$ cat src/design/owner_pending_class_bitmap_unit_macros.svh
// assertion macros for the owner pending class bitmap unit
`ifndef OWNER_PENDING_CLASS_BITMAP_UNIT_MACROS_SVH
`define OWNER_PENDING_CLASS_BITMAP_UNIT_MACROS_SVH
`ifndef ASSERT_OFF
// same-cycle implication
`define OPCB_ASSERT_IMPLY(lbl, clk, rstn, ante, cons) \
  lbl: assert property (@(posedge clk) disable iff (!rstn) (ante) |-> (cons)) \
    else $error("opcb: implication violated");
// next-cycle implication
`define OPCB_ASSERT_NEXT(lbl, clk, rstn, ante, cons) \
  lbl: assert property (@(posedge clk) disable iff (!rstn) (ante) |=> (cons)) \
    else $error("opcb: next-cycle implication violated");
`else
`define OPCB_ASSERT_IMPLY(lbl, clk, rstn, ante, cons)
`define OPCB_ASSERT_NEXT(lbl, clk, rstn, ante, cons)
`endif
`endif

$ cat src/design/opcb_pkg.sv
`default_nettype none

package opcb_pkg;

  // request commands
  typedef enum logic [1:0] {
    CMD_MARK  = 2'd0,
    CMD_CLEAR = 2'd1,
    CMD_MISS  = 2'd2,
    CMD_READ  = 2'd3
  } cmd_e;

  // size fronts
  typedef enum logic [1:0] {
    FRONT_SMALL = 2'd0,
    FRONT_MID   = 2'd1,
    FRONT_LARGE = 2'd2,
    FRONT_NONE  = 2'd3
  } front_e;

  // back end sequencer
  typedef enum logic [1:0] {
    BK_CLEAR,
    BK_IDLE,
    BK_EXEC
  } bk_state_e;

  // bit layout of the visible word
  localparam int unsigned SMALL_SHIFT = 0;
  localparam int unsigned MID_SHIFT   = 16;
  localparam int unsigned LARGE_SHIFT = 32;
  localparam int unsigned SMALL_COUNT = 14;
  localparam int unsigned MID_COUNT   = 5;
  localparam int unsigned LARGE_COUNT = 4;
  localparam int unsigned WORD_BITS   = 36;

  // packed layout in the table: small, then mid, then large
  localparam int unsigned PACK_MID_BASE   = SMALL_COUNT;
  localparam int unsigned PACK_LARGE_BASE = SMALL_COUNT + MID_COUNT;
  localparam int unsigned PACK_BITS       = SMALL_COUNT + MID_COUNT + LARGE_COUNT;
  localparam int unsigned POS_BITS        = $clog2(PACK_BITS);

  // field widths
  localparam int unsigned SLOT_BITS    = 16;
  localparam int unsigned CLASS_BITS   = 6;
  localparam int unsigned CNT_SEL_BITS = 4;
  localparam int unsigned VALUE_BITS   = 32;

  // event counter indexes
  localparam int unsigned NUM_COUNTERS   = 9;
  localparam int unsigned CNT_PUB_SMALL  = 0;
  localparam int unsigned CNT_PUB_MID    = 1;
  localparam int unsigned CNT_PUB_LARGE  = 2;
  localparam int unsigned CNT_MISS_SMALL = 3;
  localparam int unsigned CNT_MISS_MID   = 4;
  localparam int unsigned CNT_MISS_LARGE = 5;
  localparam int unsigned CNT_MISS_ANY   = 6;
  localparam int unsigned CNT_MISS_TGT   = 7;
  localparam int unsigned CNT_MISS_OTHER = 8;

  // queue between front and back
  localparam int unsigned QUEUE_DEPTH = 2;
  localparam int unsigned Q_PTR_BITS  = $clog2(QUEUE_DEPTH);
  localparam int unsigned Q_CNT_BITS  = $clog2(QUEUE_DEPTH + 1);

  // classified request
  typedef struct packed {
    cmd_e                    cmd;
    logic                    slot_ok;
    logic [SLOT_BITS-1:0]    slot;
    logic                    alive;
    logic                    class_ok;
    front_e                  front;
    logic [POS_BITS-1:0]     pos;
    logic                    sel_ok;
    logic [CNT_SEL_BITS-1:0] sel;
  } item_t;

  typedef struct packed {
    logic full;
    logic empty;
  } q_status_t;

  typedef struct packed {
    logic clearing;
    logic busy;
  } bk_status_t;

  // packed bitmap to visible word
  function automatic logic [WORD_BITS-1:0] expand_word(input logic [PACK_BITS-1:0] p);
    logic [WORD_BITS-1:0] w;
    w = '0;
    w[SMALL_SHIFT +: SMALL_COUNT] = p[0 +: SMALL_COUNT];
    w[MID_SHIFT +: MID_COUNT]     = p[PACK_MID_BASE +: MID_COUNT];
    w[LARGE_SHIFT +: LARGE_COUNT] = p[PACK_LARGE_BASE +: LARGE_COUNT];
    return w;
  endfunction

  // packed bits of one front's group
  function automatic logic [PACK_BITS-1:0] group_mask(input front_e f);
    logic [PACK_BITS-1:0] m;
    m = '0;
    case (f)
      FRONT_SMALL: m[0 +: SMALL_COUNT] = '1;
      FRONT_MID:   m[PACK_MID_BASE +: MID_COUNT] = '1;
      FRONT_LARGE: m[PACK_LARGE_BASE +: LARGE_COUNT] = '1;
      default:     m = '0;
    endcase
    return m;
  endfunction

endpackage

`default_nettype wire

$ cat src/design/opcb_queue.sv
`default_nettype none

module opcb_queue (
  input  wire logic                clk_i,
  input  wire logic                rst_ni,
  input  wire logic                push_i,
  input  wire opcb_pkg::item_t     item_i,
  input  wire logic                pop_i,
  output opcb_pkg::item_t          head_o,
  output opcb_pkg::q_status_t      status_o
);
  import opcb_pkg::*;

  item_t                 entries_q [QUEUE_DEPTH];
  logic [Q_PTR_BITS-1:0] wr_ptr_q, wr_ptr_d;
  logic [Q_PTR_BITS-1:0] rd_ptr_q, rd_ptr_d;
  logic [Q_CNT_BITS-1:0] count_q, count_d;

  // pointer and fill bookkeeping
  always_comb begin
    wr_ptr_d = wr_ptr_q;
    rd_ptr_d = rd_ptr_q;
    count_d  = count_q;
    if (push_i) begin
      wr_ptr_d = (wr_ptr_q == Q_PTR_BITS'(QUEUE_DEPTH - 1)) ? '0 : wr_ptr_q + 1'b1;
    end
    if (pop_i) begin
      rd_ptr_d = (rd_ptr_q == Q_PTR_BITS'(QUEUE_DEPTH - 1)) ? '0 : rd_ptr_q + 1'b1;
    end
    if (push_i && !pop_i) begin
      count_d = count_q + 1'b1;
    end else if (pop_i && !push_i) begin
      count_d = count_q - 1'b1;
    end
  end

  always_ff @(posedge clk_i or negedge rst_ni) begin
    if (!rst_ni) begin
      wr_ptr_q <= '0;
      rd_ptr_q <= '0;
      count_q  <= '0;
    end else begin
      wr_ptr_q <= wr_ptr_d;
      rd_ptr_q <= rd_ptr_d;
      count_q  <= count_d;
    end
  end

  // entry storage
  always_ff @(posedge clk_i) begin
    if (push_i) begin
      entries_q[wr_ptr_q] <= item_i;
    end
  end

  assign head_o         = entries_q[rd_ptr_q];
  assign status_o.full  = count_q == Q_CNT_BITS'(QUEUE_DEPTH);
  assign status_o.empty = count_q == '0;

endmodule

`default_nettype wire

$ cat config.mk
export PLATFORM = sky130hd
export DESIGN_NAME = opcb_queue
export DESIGN_NICKNAME = d
export VERILOG_FILES = /design/src/design/owner_pending_class_bitmap_unit_macros.svh /design/src/design/opcb_pkg.sv /design/src/design/opcb_queue.sv
export SDC_FILE = /design/constraint.sdc
export NUM_CORES = 1
export LEC_CHECK = 0
export BUFFER_PORTS_ARGS = -buffer_cell sky130_fd_sc_hd__buf_2
export CORE_ASPECT_RATIO = 2
export CORE_MARGIN = 4
export CORE_UTILIZATION = 25
export DETAILED_ROUTE_END_ITERATION = 8
export SETUP_SLACK_MARGIN = 0.5
export SYNTH_ARGS = -nofsm -noshare
export SYNTH_HDL_FRONTEND = slang
export SYNTH_SLANG_ARGS = --single-unit
$ cat constraint.sdc
create_clock -name clk_i -period 2.55 [get_ports clk_i]
set_clock_uncertainty 0.15 [all_clocks]
set_input_delay 0.3825 -clock clk_i [delete_from_list [all_inputs] [get_ports clk_i]]
set_output_delay 0.3825 -clock clk_i [all_outputs]
set_load 0.05 [all_outputs]
# == Yosys cells after proc, flatten, opt, wreduce, memory -nomap -nowiden ==
# Memories as Yosys holds them, arrays and structs flattened.
# Cells that the tools add are included.
# classes
n_addsub,4
eq_ne,1
n_mux,6
n_reduce_logical,6
# ops
op,count
two-way mux 1 bit,4
two-way mux 2 bit,2
"adder 1 bit, second input constant",2
"adder 2 x 1 -> 2 bit, second input constant",1
"equality test 2 bit, second input constant",1
logical AND 1 bit,2
zero test 1 bit,2
zero test 2 bit,1
nonzero test 2 bit,1
"subtractor 2 x 1 -> 2 bit, second input constant",1
# totals
regBits,4
mem_bits_rw,66
n_memories,1
# memory_table
memory,words,word_bits,rd,rd_clocked_by_memory_dff,write_ports,line,rtl
entries_q,2,33,1,0,1,opcb_queue.sv:14,item_t entries_q [QUEUE_DEPTH];

# == Logic depth before layout (Yosys ltp) ==
# depth
word_depth,4
depth_mapped,5
ltp_nobuf,5

# == Worst setup path after synthesis ==
# No wires, ideal clock.
# synth_timing
kind,flip-flop to flip-flop
start,reg wr_ptr_q
end,"mem entries_q[0][0] (netlist bit), enable pin"
setup_time_ns,0.427
t_arrival_ns,1.886
slack_ns,0.087
stages_incl_launch_ff,2
path_buffers,0
period_less_slack_ns,2.463
cell_sequence,dfrtp_1 nor2b_1
# synth_lines
element,line,rtl
from (decl),opcb_queue.sv:15,"logic [Q_PTR_BITS-1:0] wr_ptr_q, wr_ptr_d;"
from (signal assigned),opcb_queue.sv:43,wr_ptr_q <= wr_ptr_d;
to (decl),opcb_queue.sv:14,
# Straight into the memory's write port.

==> impl_metrics.py <==
metrics = {
    "detailed_routing": {
        "vias": 1343,
        "drc_errors": 0,
        "postRouteAntennaNets": 0,
        "post_drt_wl_per_cell_um": 14.3,
        "drt_iter0_drc": 27,
        "dr.pass1.iters": 3,
        "wl_um": 4940,
        "avgViaCountPerCell": 3.88,
    },
    "logic_synthesis": {
        "synth-async-reset-ratio_pct": 5.71,
        "yosysTopAreaCellShare_pct": 72.9,
        "ys_seq_elements": 70,
        "synthTopCellsByCount": "edfxtp_1, mux2_4, dfrtp_1, mux2_2, xor2_1",
        "ys_top_cells_by_area": "edfxtp_1, mux2_4, dfrtp_1",
        "synthDistinctLibCells": 13,
        "synth_ff_type": "edfxtp_1",
        "synth.largest_area_cell": "edfxtp_1",
        "yosysWarnings": 0,
        "netlist_area_um2": 2720,
        "synth_edf_count": 66,
        "ys_seq_area_share_pct": 76.5,
        "synth_most_common_cell": "edfxtp_1",
        "synth_nets": 157,
        "synth_area_per_cell_um2": 22.9,
        "syn_inst": 119,
    },
    "clocking": {
        "cts_buffer_depth": 2,
        "clock_latency_ps": 330,
        "cts.sink_count": 70,
        "cts-htree-levels": 3,
        "cts_tree": "done",
        "cts_buffers": 9,
        "path_clk_slew_ps": 60,
        "cts_root_buffer": "clkbuf_16",
    },
    "placement": {
        "place_area_um2": 3230,
        "port_buffers": 71,
        "gp_congestion": 0.633,
        "pre_cts_slack_ps": 490,
        "dp_hpwl_um": 3500,
        "placedCellCount": 327,
    },
    "timing": {
        "finalSetupTns_ps": 0,
        "grt_setup_unrepaired": "true",
        "finalCriticalPeriod_ps": 2020,
        "holdWs_ps": 92.0,
        "post-route-period-util_pct": 79.3,
        "setup_viol": 0,
        "hold_viol_final": 0,
        "setup_ws_ps": 528,
        "relSlewSlack_pct": 67.7,
        "fmax_ghz": 0.494,
        "worst_slew_pin_slew_ps": 484,
        "drv_slew": 0,
    },
    "critical_path": {
        "cp.arrival_ps": 1490,
        "cp.required_ps": 2020,
        "cp_max_fo": 9,
        "start_kind": "flip-flop",
        "setup.worst_path.class": "flip-flop to output pin",
        "critPathCaptureType": "output pin",
    },
    "final_layout": {
        "final_area_um2": 3790,
        "n_fill_cell": 1056,
        "diodes": 0,
        "drive_gt1_share_pct": 61.7,
        "finalNetCount": 242,
        "fin_cells": 346,
        "syn_to_final_growth_pct": 39.2,
        "post-route-util_pct": 35.7,
    },
    "worst_hold_path": {
        "hold_path_class": "primary input to flip-flop",
    },
    "die": {
        "placeableCoreArea_um2": 10600,
        "die_x_um": 81.8,
        "num_rows": 53,
        "initial_core_util_pct": 25.6,
        "die-area_um2": 12700,
        "die_h_um": 156,
        "io_pins": 72,
    },
    "global_routing": {
        "grt_pass1_vias": 1478,
        "grt-ovfl-total": 0,
        "grt_pass1_wl_um": 7420,
        "antenna_found_initial": 3,
        "grt_max_degree": 34,
        "track_usage_pct": 8.50,
    },
    "power": {
        "ir_drop_uv": 626,
        "p_leak_nw": 1.50,
        "power_density_nw_per_um2": 1350,
        "power_mw": 5.11,
    },
    "job": {
        "max_cap_viol_count": 0,
    },
    "run_status": {
        "outcome": "finished clean",
    },
}
## critical path, cell delays in order, from the launching register on
cell and delay (ps):
dfrtp_4 520, buf_8 170, mux2_4 310, buf_6 150
## where the power goes
| group | internal (mW) | switching [mW] | leakage [nW] |
|---|---|---|---|
| clock network | 0.757 | 0.455 | 0.138 |
| registers | 1.54 | 0.0941 | 0.665 |
| logic | 0.939 | 1.33 | 0.702 |
## flip-flops by register name, indices dropped and copies added, names as in the netlist
signal,count
count_q,2
entries_q,66
rd_ptr_q,1
wr_ptr_q,1
## routing by layer
layer	global-route usage [%]	wire length, µm	vias to the layer above
met5	0	47	-
met4	6.18	188	6
met3	3.59	319	17
met2	14.7	2890	44
met1	7.47	1490	645
li1	-	-	631
## cell usage in the layout (no fill, tap or decap)
| cell type | synthesis | routed |
|---|---|---|
| edfxtp_1 | 66 | 66 |
| buf_2 | 0 | 38 |
| buf_6 | 1 | 31 |
| mux2_4 | 29 | 29 |
| clkbuf_16 | 0 | 9 |
| mux2_2 | 4 | 4 |
| xor2_1 | 4 | 4 |
| buf_4 | 0 | 4 |
| clkinvlp_4 | 0 | 3 |
| dfrtp_1 | 4 | 3 |
| buf_12 | 3 | 3 |
| nor2_1 | 2 | 2 |
| clkinv_4 | 0 | 2 |
| inv_1 | 1 | 1 |
| nor2b_1 | 2 | 1 |
| and2_2 | 0 | 1 |
| nor2b_4 | 0 | 1 |
| xnor2_1 | 1 | 1 |
| ha_1 | 1 | 1 |
| bufinv_16 | 0 | 1 |
| clkinv_2 | 0 | 1 |
| dlygate4sd3_1 | 0 | 1 |
| buf_8 | 0 | 1 |
| dfrtp_4 | 0 | 1 |
## final timing paths
check                      startpoint                to  slack, ps  cells past startpoint
max reg2reg                  wr_ptr_q   entries_q[0][5]       1070                      2
max                          rd_ptr_q        head_o[12]        530                      3
min                        item_i[16]  entries_q[0][16]         90                      1
min reg2reg                count_q[1]        count_q[1]        340                      1
max in group asynchronous      rst_ni          rd_ptr_q       1870                      2
min in group asynchronous      rst_ni          wr_ptr_q        240                      2
## cells by family after synthesis
kind of cell | after synthesis | synth area share (%)
flip-flops | 70 | 76.5
multiplexers | 33 | 17.7
XOR/XNOR | 5 | 1.61
buffers and inverters | 5 | 2.76
AND/OR/NAND/NOR | 5 | 0.966
adder cells (fa/ha/maj) | 1 | 0.460
## layout make-up
| class | count | area (µm²) | area share (%) |
|---|---|---|---|
| Sequential cell | 70 | 2090 | 55.1 |
| Clock buffer | 9 | 225 | 5.95 |
| Tap cell | 137 | 171 | 4.53 |
| Clock inverter | 7 | 75.1 | 1.98 |
| Multi-Input combinational cell | 44 | 572 | 15.1 |
| Timing Repair Buffer | 78 | 654 | 17.3 |
| Inverter | 1 | 3.75 | 0.0991 |
## repair_timing
item,CTS,global route
hold buffers,1,0
setup buffers,2,0
resized for setup,55,20
setup endpoints to repair,33,22
hold endpoints to repair,4,0
(Power assumes the default switching activity.)
