**src/design/owner_pending_class_bitmap_unit_macros.svh**
```systemverilog
// assertion macros for the owner pending class bitmap unit
`ifndef OWNER_PENDING_CLASS_BITMAP_UNIT_MACROS_SVH
`define OWNER_PENDING_CLASS_BITMAP_UNIT_MACROS_SVH
`ifndef ASSERT_OFF
// same-cycle implication
`define OPCB_ASSERT_IMPLY(lbl, clk, rstn, ante, cons) \
  lbl: assert property (@(posedge clk) disable iff (!rstn) (ante) |-> (cons)) \
    else $error("opcb: implication violated");
// next-cycle implication
`define OPCB_ASSERT_NEXT(lbl, clk, rstn, ante, cons) \
  lbl: assert property (@(posedge clk) disable iff (!rstn) (ante) |=> (cons)) \
    else $error("opcb: next-cycle implication violated");
`else
`define OPCB_ASSERT_IMPLY(lbl, clk, rstn, ante, cons)
`define OPCB_ASSERT_NEXT(lbl, clk, rstn, ante, cons)
`endif
`endif

```
**src/design/opcb_pkg.sv**
```systemverilog
`default_nettype none

package opcb_pkg;

  // request commands
  typedef enum logic [1:0] {
    CMD_MARK  = 2'd0,
    CMD_CLEAR = 2'd1,
    CMD_MISS  = 2'd2,
    CMD_READ  = 2'd3
  } cmd_e;

  // size fronts
  typedef enum logic [1:0] {
    FRONT_SMALL = 2'd0,
    FRONT_MID   = 2'd1,
    FRONT_LARGE = 2'd2,
    FRONT_NONE  = 2'd3
  } front_e;

  // back end sequencer
  typedef enum logic [1:0] {
    BK_CLEAR,
    BK_IDLE,
    BK_EXEC
  } bk_state_e;

  // bit layout of the visible word
  localparam int unsigned SMALL_SHIFT = 0;
  localparam int unsigned MID_SHIFT   = 16;
  localparam int unsigned LARGE_SHIFT = 32;
  localparam int unsigned SMALL_COUNT = 14;
  localparam int unsigned MID_COUNT   = 5;
  localparam int unsigned LARGE_COUNT = 4;
  localparam int unsigned WORD_BITS   = 36;

  // packed layout in the table: small, then mid, then large
  localparam int unsigned PACK_MID_BASE   = SMALL_COUNT;
  localparam int unsigned PACK_LARGE_BASE = SMALL_COUNT + MID_COUNT;
  localparam int unsigned PACK_BITS       = SMALL_COUNT + MID_COUNT + LARGE_COUNT;
  localparam int unsigned POS_BITS        = $clog2(PACK_BITS);

  // field widths
  localparam int unsigned SLOT_BITS    = 16;
  localparam int unsigned CLASS_BITS   = 6;
  localparam int unsigned CNT_SEL_BITS = 4;
  localparam int unsigned VALUE_BITS   = 32;

  // event counter indexes
  localparam int unsigned NUM_COUNTERS   = 9;
  localparam int unsigned CNT_PUB_SMALL  = 0;
  localparam int unsigned CNT_PUB_MID    = 1;
  localparam int unsigned CNT_PUB_LARGE  = 2;
  localparam int unsigned CNT_MISS_SMALL = 3;
  localparam int unsigned CNT_MISS_MID   = 4;
  localparam int unsigned CNT_MISS_LARGE = 5;
  localparam int unsigned CNT_MISS_ANY   = 6;
  localparam int unsigned CNT_MISS_TGT   = 7;
  localparam int unsigned CNT_MISS_OTHER = 8;

  // queue between front and back
  localparam int unsigned QUEUE_DEPTH = 2;
  localparam int unsigned Q_PTR_BITS  = $clog2(QUEUE_DEPTH);
  localparam int unsigned Q_CNT_BITS  = $clog2(QUEUE_DEPTH + 1);

  // classified request
  typedef struct packed {
    cmd_e                    cmd;
    logic                    slot_ok;
    logic [SLOT_BITS-1:0]    slot;
    logic                    alive;
    logic                    class_ok;
    front_e                  front;
    logic [POS_BITS-1:0]     pos;
    logic                    sel_ok;
    logic [CNT_SEL_BITS-1:0] sel;
  } item_t;

  typedef struct packed {
    logic full;
    logic empty;
  } q_status_t;

  typedef struct packed {
    logic clearing;
    logic busy;
  } bk_status_t;

  // packed bitmap to visible word
  function automatic logic [WORD_BITS-1:0] expand_word(input logic [PACK_BITS-1:0] p);
    logic [WORD_BITS-1:0] w;
    w = '0;
    w[SMALL_SHIFT +: SMALL_COUNT] = p[0 +: SMALL_COUNT];
    w[MID_SHIFT +: MID_COUNT]     = p[PACK_MID_BASE +: MID_COUNT];
    w[LARGE_SHIFT +: LARGE_COUNT] = p[PACK_LARGE_BASE +: LARGE_COUNT];
    return w;
  endfunction

  // packed bits of one front's group
  function automatic logic [PACK_BITS-1:0] group_mask(input front_e f);
    logic [PACK_BITS-1:0] m;
    m = '0;
    case (f)
      FRONT_SMALL: m[0 +: SMALL_COUNT] = '1;
      FRONT_MID:   m[PACK_MID_BASE +: MID_COUNT] = '1;
      FRONT_LARGE: m[PACK_LARGE_BASE +: LARGE_COUNT] = '1;
      default:     m = '0;
    endcase
    return m;
  endfunction

endpackage

`default_nettype wire

```
**src/design/opcb_if.sv**
```systemverilog
`default_nettype none

// request channel
interface opcb_req_if;
  logic       valid;
  logic       ready;
  logic [1:0] cmd;
  logic [15:0] owner_slot;
  logic       owner_alive;
  logic [1:0] front;
  logic [5:0] size_class;
  logic [3:0] counter_select;

  modport source (
    output valid, cmd, owner_slot, owner_alive, front, size_class, counter_select,
    input  ready
  );
  modport sink (
    input  valid, cmd, owner_slot, owner_alive, front, size_class, counter_select,
    output ready
  );
endinterface


`default_nettype wire

```
**src/design/opcb_front.sv**
```systemverilog
`default_nettype none

module opcb_front #(
  parameter int unsigned OWNER_SLOTS = 65536
) (
  opcb_req_if.sink                  req_i,
  input  wire opcb_pkg::q_status_t  q_status_i,
  input  wire opcb_pkg::bk_status_t bk_status_i,
  output logic                      push_o,
  output opcb_pkg::item_t           item_o
);
  import opcb_pkg::*;

  logic [CLASS_BITS-1:0] cls;

  assign cls = req_i.size_class;

  // accept while the queue has room and the table is not being swept
  assign req_i.ready = !q_status_i.full && !bk_status_i.clearing;
  assign push_o      = req_i.valid && req_i.ready;

  // classify the request
  always_comb begin
    item_o         = '0;
    item_o.cmd     = cmd_e'(req_i.cmd);
    item_o.front   = front_e'(req_i.front);
    item_o.alive   = req_i.owner_alive;
    item_o.slot_ok = (req_i.owner_slot != '0) &&
                     ({1'b0, req_i.owner_slot} < (SLOT_BITS + 1)'(OWNER_SLOTS));
    item_o.slot    = item_o.slot_ok ? req_i.owner_slot : '0;
    item_o.sel_ok  = req_i.counter_select < CNT_SEL_BITS'(NUM_COUNTERS);
    item_o.sel     = item_o.sel_ok ? req_i.counter_select : '0;

    unique case (front_e'(req_i.front))
      FRONT_SMALL: begin
        item_o.class_ok = cls < CLASS_BITS'(SMALL_COUNT);
        item_o.pos      = POS_BITS'(cls);
      end
      FRONT_MID: begin
        item_o.class_ok = cls < CLASS_BITS'(MID_COUNT);
        item_o.pos      = POS_BITS'(cls) + POS_BITS'(PACK_MID_BASE);
      end
      FRONT_LARGE: begin
        item_o.class_ok = cls < CLASS_BITS'(LARGE_COUNT);
        item_o.pos      = POS_BITS'(cls) + POS_BITS'(PACK_LARGE_BASE);
      end
      FRONT_NONE: begin
        item_o.class_ok = 1'b0;
        item_o.pos      = '0;
      end
      default: begin
        item_o.class_ok = 1'b0;
        item_o.pos      = '0;
      end
    endcase
  end

endmodule

`default_nettype wire

```
**src/flat_wrapper.sv**
```systemverilog
// flat-port wrapper written by rule: the top's interface ports become plain ports
module opcb_front_flat import opcb_pkg::*;
#(
  parameter int unsigned OWNER_SLOTS = 65536
)
  (q_status_i, bk_status_i, push_o, item_o, req_i_valid, req_i_cmd, req_i_owner_slot, req_i_owner_alive, req_i_front, req_i_size_class, req_i_counter_select, req_i_ready);
  opcb_req_if req_i_i ();
  input  wire opcb_pkg::q_status_t q_status_i;
  input  wire opcb_pkg::bk_status_t bk_status_i;
  output logic push_o;
  output opcb_pkg::item_t item_o;
  input wire logic [$bits(req_i_i.valid)-1:0] req_i_valid;
  input wire logic [$bits(req_i_i.cmd)-1:0] req_i_cmd;
  input wire logic [$bits(req_i_i.owner_slot)-1:0] req_i_owner_slot;
  input wire logic [$bits(req_i_i.owner_alive)-1:0] req_i_owner_alive;
  input wire logic [$bits(req_i_i.front)-1:0] req_i_front;
  input wire logic [$bits(req_i_i.size_class)-1:0] req_i_size_class;
  input wire logic [$bits(req_i_i.counter_select)-1:0] req_i_counter_select;
  output wire logic [$bits(req_i_i.ready)-1:0] req_i_ready;
  assign req_i_i.valid = req_i_valid;
  assign req_i_i.cmd = req_i_cmd;
  assign req_i_i.owner_slot = req_i_owner_slot;
  assign req_i_i.owner_alive = req_i_owner_alive;
  assign req_i_i.front = req_i_front;
  assign req_i_i.size_class = req_i_size_class;
  assign req_i_i.counter_select = req_i_counter_select;
  assign req_i_ready = req_i_i.ready;
  opcb_front #(.OWNER_SLOTS(OWNER_SLOTS)) u_core (.req_i(req_i_i), .q_status_i(q_status_i), .bk_status_i(bk_status_i), .push_o(push_o), .item_o(item_o));
endmodule
```
**config.mk**
```make
export PLATFORM = sky130hd
export DESIGN_NAME = opcb_front_flat
export DESIGN_NICKNAME = d
export VERILOG_FILES = /design/src/design/owner_pending_class_bitmap_unit_macros.svh /design/src/design/opcb_pkg.sv /design/src/design/opcb_if.sv /design/src/design/opcb_front.sv /design/src/flat_wrapper.sv
export SDC_FILE = /design/constraint.sdc
export NUM_CORES = 1
export LEC_CHECK = 0
export BUFFER_PORTS_ARGS = -buffer_cell sky130_fd_sc_hd__buf_2
export CORE_MARGIN = 5
export CORE_UTILIZATION = 33
export DETAILED_ROUTE_END_ITERATION = 10
export PLACE_DENSITY = 0.91
export SLEW_MARGIN = 30
export SYNTH_ARGS = -nofsm -noshare
export SYNTH_HDL_FRONTEND = slang
export SYNTH_SLANG_ARGS = --single-unit
```
**constraint.sdc**
```tcl
create_clock -name vclk -period 2.9
set_clock_uncertainty 0.2 [all_clocks]
set_input_delay 0.435 -clock vclk [all_inputs]
set_output_delay 0.435 -clock vclk [all_outputs]
set_load 0.005 [all_outputs]
```
### Yosys cells after proc, flatten, opt, wreduce, memory -nomap -nowiden

Cells that the tools add are included.
Widths: inputs -> output; s select.

| word-level totals | value |
|---|---|
| bits in registers | 0 |
| logic and storage cells | 19 |
| output and inout bits | 35 |
| input bits | 36 |

| cells by class | value |
|---|---|
| add/subtract/negate cells | 2 |
| magnitude comparators | 4 |
| multiplexer cells | 4 |
| equality and inequality tests | 3 |
| reduce and logical (&&, ||, !) cells | 6 |

Operators by type and width:

| kind | count |
|---|---|
| $pmux 5 s4 | 1 |
| $mux 16 | 1 |
| $reduce_bool 16->1 | 1 |
| $lt 6x3->1 const B | 2 |
| $lt 6x4->1 const B | 1 |
| $add 5x4->5 const B | 1 |
| $add 5x5->5 const B | 1 |
| $eq 2x2->1 const B | 2 |
| $lt 4x4->1 const B | 1 |
| $mux 4 | 1 |
| $pmux 1 s4 | 1 |
| $eq 2x1->1 const B | 1 |
| $logic_and 1x1->1 | 2 |
| $logic_not 1->1 | 2 |
| $logic_not 2->1 | 1 |

### Longest topological paths before layout

| logic depth | value |
|---|---|
| depth in word-level cells | 3 |
| mapped depth | 5 |
| depth with buffers taken out | 5 |

### Worst setup path before layout

OpenSTA, ideal clock, no wires.

| path | value |
|---|---|
| path type | input to output |
| start | input port req_i_size_class[1] |
| end | output port item_o[9] (netlist bit) |
| stages on the path | 5 |
| buffers on the path | 0 |
| slack | 1129 ps |
| data arrival time | 1136 ps |
| required time | 2265 ps |
| cells stage by stage | inv_1 > ha_1 > nor2b_2 > o2bb2ai_1 > a211o_1 |

RTL lines:

| element | RTL line | RTL |
|---|---|---|
| start: declaration | flat_wrapper.sv:17 | `input wire logic [$bits(req_i_i.size_class)-1:0] req_i_size_class;` |
| end: declaration | flat_wrapper.sv:11 | `output opcb_pkg::item_t item_o;` |

==> run metrics <==
run status=finished, final reports clean; # diodes=0; area occupied by multi-input gates=325 sq um; max cap viols=0; grt ovf=0; post-synthesis cell type count=28; number of routed nets with antenna violations=0; Tightest Pin Transition=0.270 ns; Yosys warning count=0; CP Cell Sequence=buf_2 > inv_1 > ha_1 > nor2b_2 > o2bb2ai_1 > a211o_1 > buf_2; Post-Syn Nets=111; Min-Delay Path Class=input pin to output port; area leader, netlist=clkbuf_1; post-synth top area share=13.3%; Post-Synth Adder-Cell Area=11.1%; worst path bufs/invs=3; register area share after synthesis=0%; vias per cell=4.71; M1 GR Usage=16.6%; Total Routing Usage GR=12.1%; Wirelength per Cell=12.2 microns; share of layout cells above drive strength 1=59.5%; setup TNS=0 ns; critical-path maximum fanout=6; Power Dens Cells=137 nW/um^2; Max-slew headroom=81.8%; Core ar.=1300 sq um; die width=46.9 microns; most frequent CP cell=buf_2; Commonest cells post-synth=clkbuf_1, buf_4, nor2b_1; Top Usage Layer GRT=met2; Worst Path Required=2.27 ns; Placed Area=674 sq um; initial antenna violation count=0; vias in the first global route=504; Pre-antenna DRT Iters=2; die height=46.9 microns; Max Freq=476 MHz; Synth Instances=71; final slew viol count=0; top cell family by delay on the critical path=compound AO/OA/AOI/OAI gates; top-count cell post-synth=clkbuf_1; routing usage on met2=22.0%; DRC=0; crit share post-route=72.4%; Setup CP Type=input pin to output port; initial detailed-routing violation count=4; final setup fails=0; Final Critical Period=2.10 ns; largest net degree at the start of global routing=14; RSZ-0062 raised after global routing=no; sequential cells=0; final net count=153; critical path capture point type=output port; Worst Setup SP=req_i_size_class[1]; FF/Latch Area=0 sq um; first-pass GRT wire length=2.10 mm; # hold bufs at CTS=0; XOR/XNOR Fraction of Synth Area=3.89%; Final Hold Viols=0; Worst path slowest cell=a211o_1; hold path cells=0; Synth Cell Area=450 sq um; die area=2200 sq um; fillers=147; compound-gate portion of the synthesized area=29.2%; mux cell area share after synthesis=2.22%; largest family of logic cells by synthesized area=compound AO/OA/AOI/OAI gates; simple-gate share of the synthesized area=25.8%; Critical Path Start Type=input pin; CLK BUF=0; hold endpoint=item_o[31]; Routed WL=1.54 mm; Vias=594; M3 GR Usage=0.766%; CP Data Arrival Time=1.47 ns; maximum vdd drop=52.0 uV; PostCTS Resize Cnt=0; syn_area_per_cell=6.34 sq um; DPL Wire Length=1.37 mm; final instance area=674 sq um; total power=0.0927 mW; Hold Startpoint=req_i_cmd[0]; Port Buffers=63; postcts setup bufs=0; slowest stage delay, CP=0.28 ns; routability-driven placement congestion ratio=0.821; Rows=13; io pins=71; area delta synth->final=49.7%; largest cells by area after synthesis=clkbuf_1, ha_1, buf_4, nor2b_1, nor4_1; Initial Util=34.6%; Lkg Pwr=0.390 nW
[cells by family (layout without fill, tap and decap cells)]
| group | after synthesis | after routing |
|---|---|---|
| compound gates | 18 | 18 |
| simple gates | 19 | 19 |
| xor+xnor | 2 | 2 |
| buf+inv | 27 | 67 |
| mux | 1 | 1 |
| fa+ha+maj | 4 | 4 |
[how the worst max path moves through the flow]
stage | endpoint | slack (ns) | cells after the start
after detailed placement | item_o[9] | 0.78 | 7
after CTS | item_o[9] | 0.78 | 7
final | item_o[9] | 0.80 | 7
after global routing | item_o[9] | 0.70 | 7
after global placement | item_o[9] | 0.82 | 7
after floorplan | item_o[9] | 1.13 | 5
[routing by layer]
metal	wire length (microns)	part of all wire, %	vias up
li1	-	-	315
met1	588	38	257
met2	824	54	22
met3	125	8.1	0
met4	0	0	0
met5	0	0	-
[where the power goes]
part / internal (mW) / switching (mW)
Clock: 0 / 0
Combinational: 0.0487 / 0.0440
Sequential: 0 / 0
[final cells by class]
cell class	count	share of cell area (%)
Tap cell	15	2.78
Multi-Input combinational cell	44	48.2
Timing Repair Buffer	63	46.8
Inverter	4	2.23
[placed cells by master (no fill, tap or decap), drive strengths merged]
cell,synthesis,routed
ha,4,4
nand4,1,1
nand2b,2,2
o21ai,4,4
o31ai,1,1
nand2,2,2
nor2,1,1
xnor2,2,2
buf,7,63
nor4b,1,1
o22ai,2,2
and2,1,1
mux2i,1,1
o311a,1,1
o22a,1,1
a21oi,2,2
nor2b,6,6
a211oi,4,4
a211o,2,2
and3,1,1
inv,4,4
nor4,4,4
o2bb2ai,1,1
[per-stage QoR]
| step | setup slack, ns | std cells | hold slack, ns | utilization (%) |
|---|---|---|---|---|
| floorplan | 1.13 | 71 | 0.700 | - |
| global placement | 0.816 | 126 | 0.670 | 51.8 |
| detailed placement | 0.779 | 126 | 0.670 | 51.8 |
| CTS | 0.782 | 126 | 0.670 | 51.8 |
| global route | 0.702 | 126 | 0.670 | 51.8 |
| finish | 0.799 | 126 | 0.670 | 51.8 |
No activity file was read; power rests on OpenSTA's default activity.
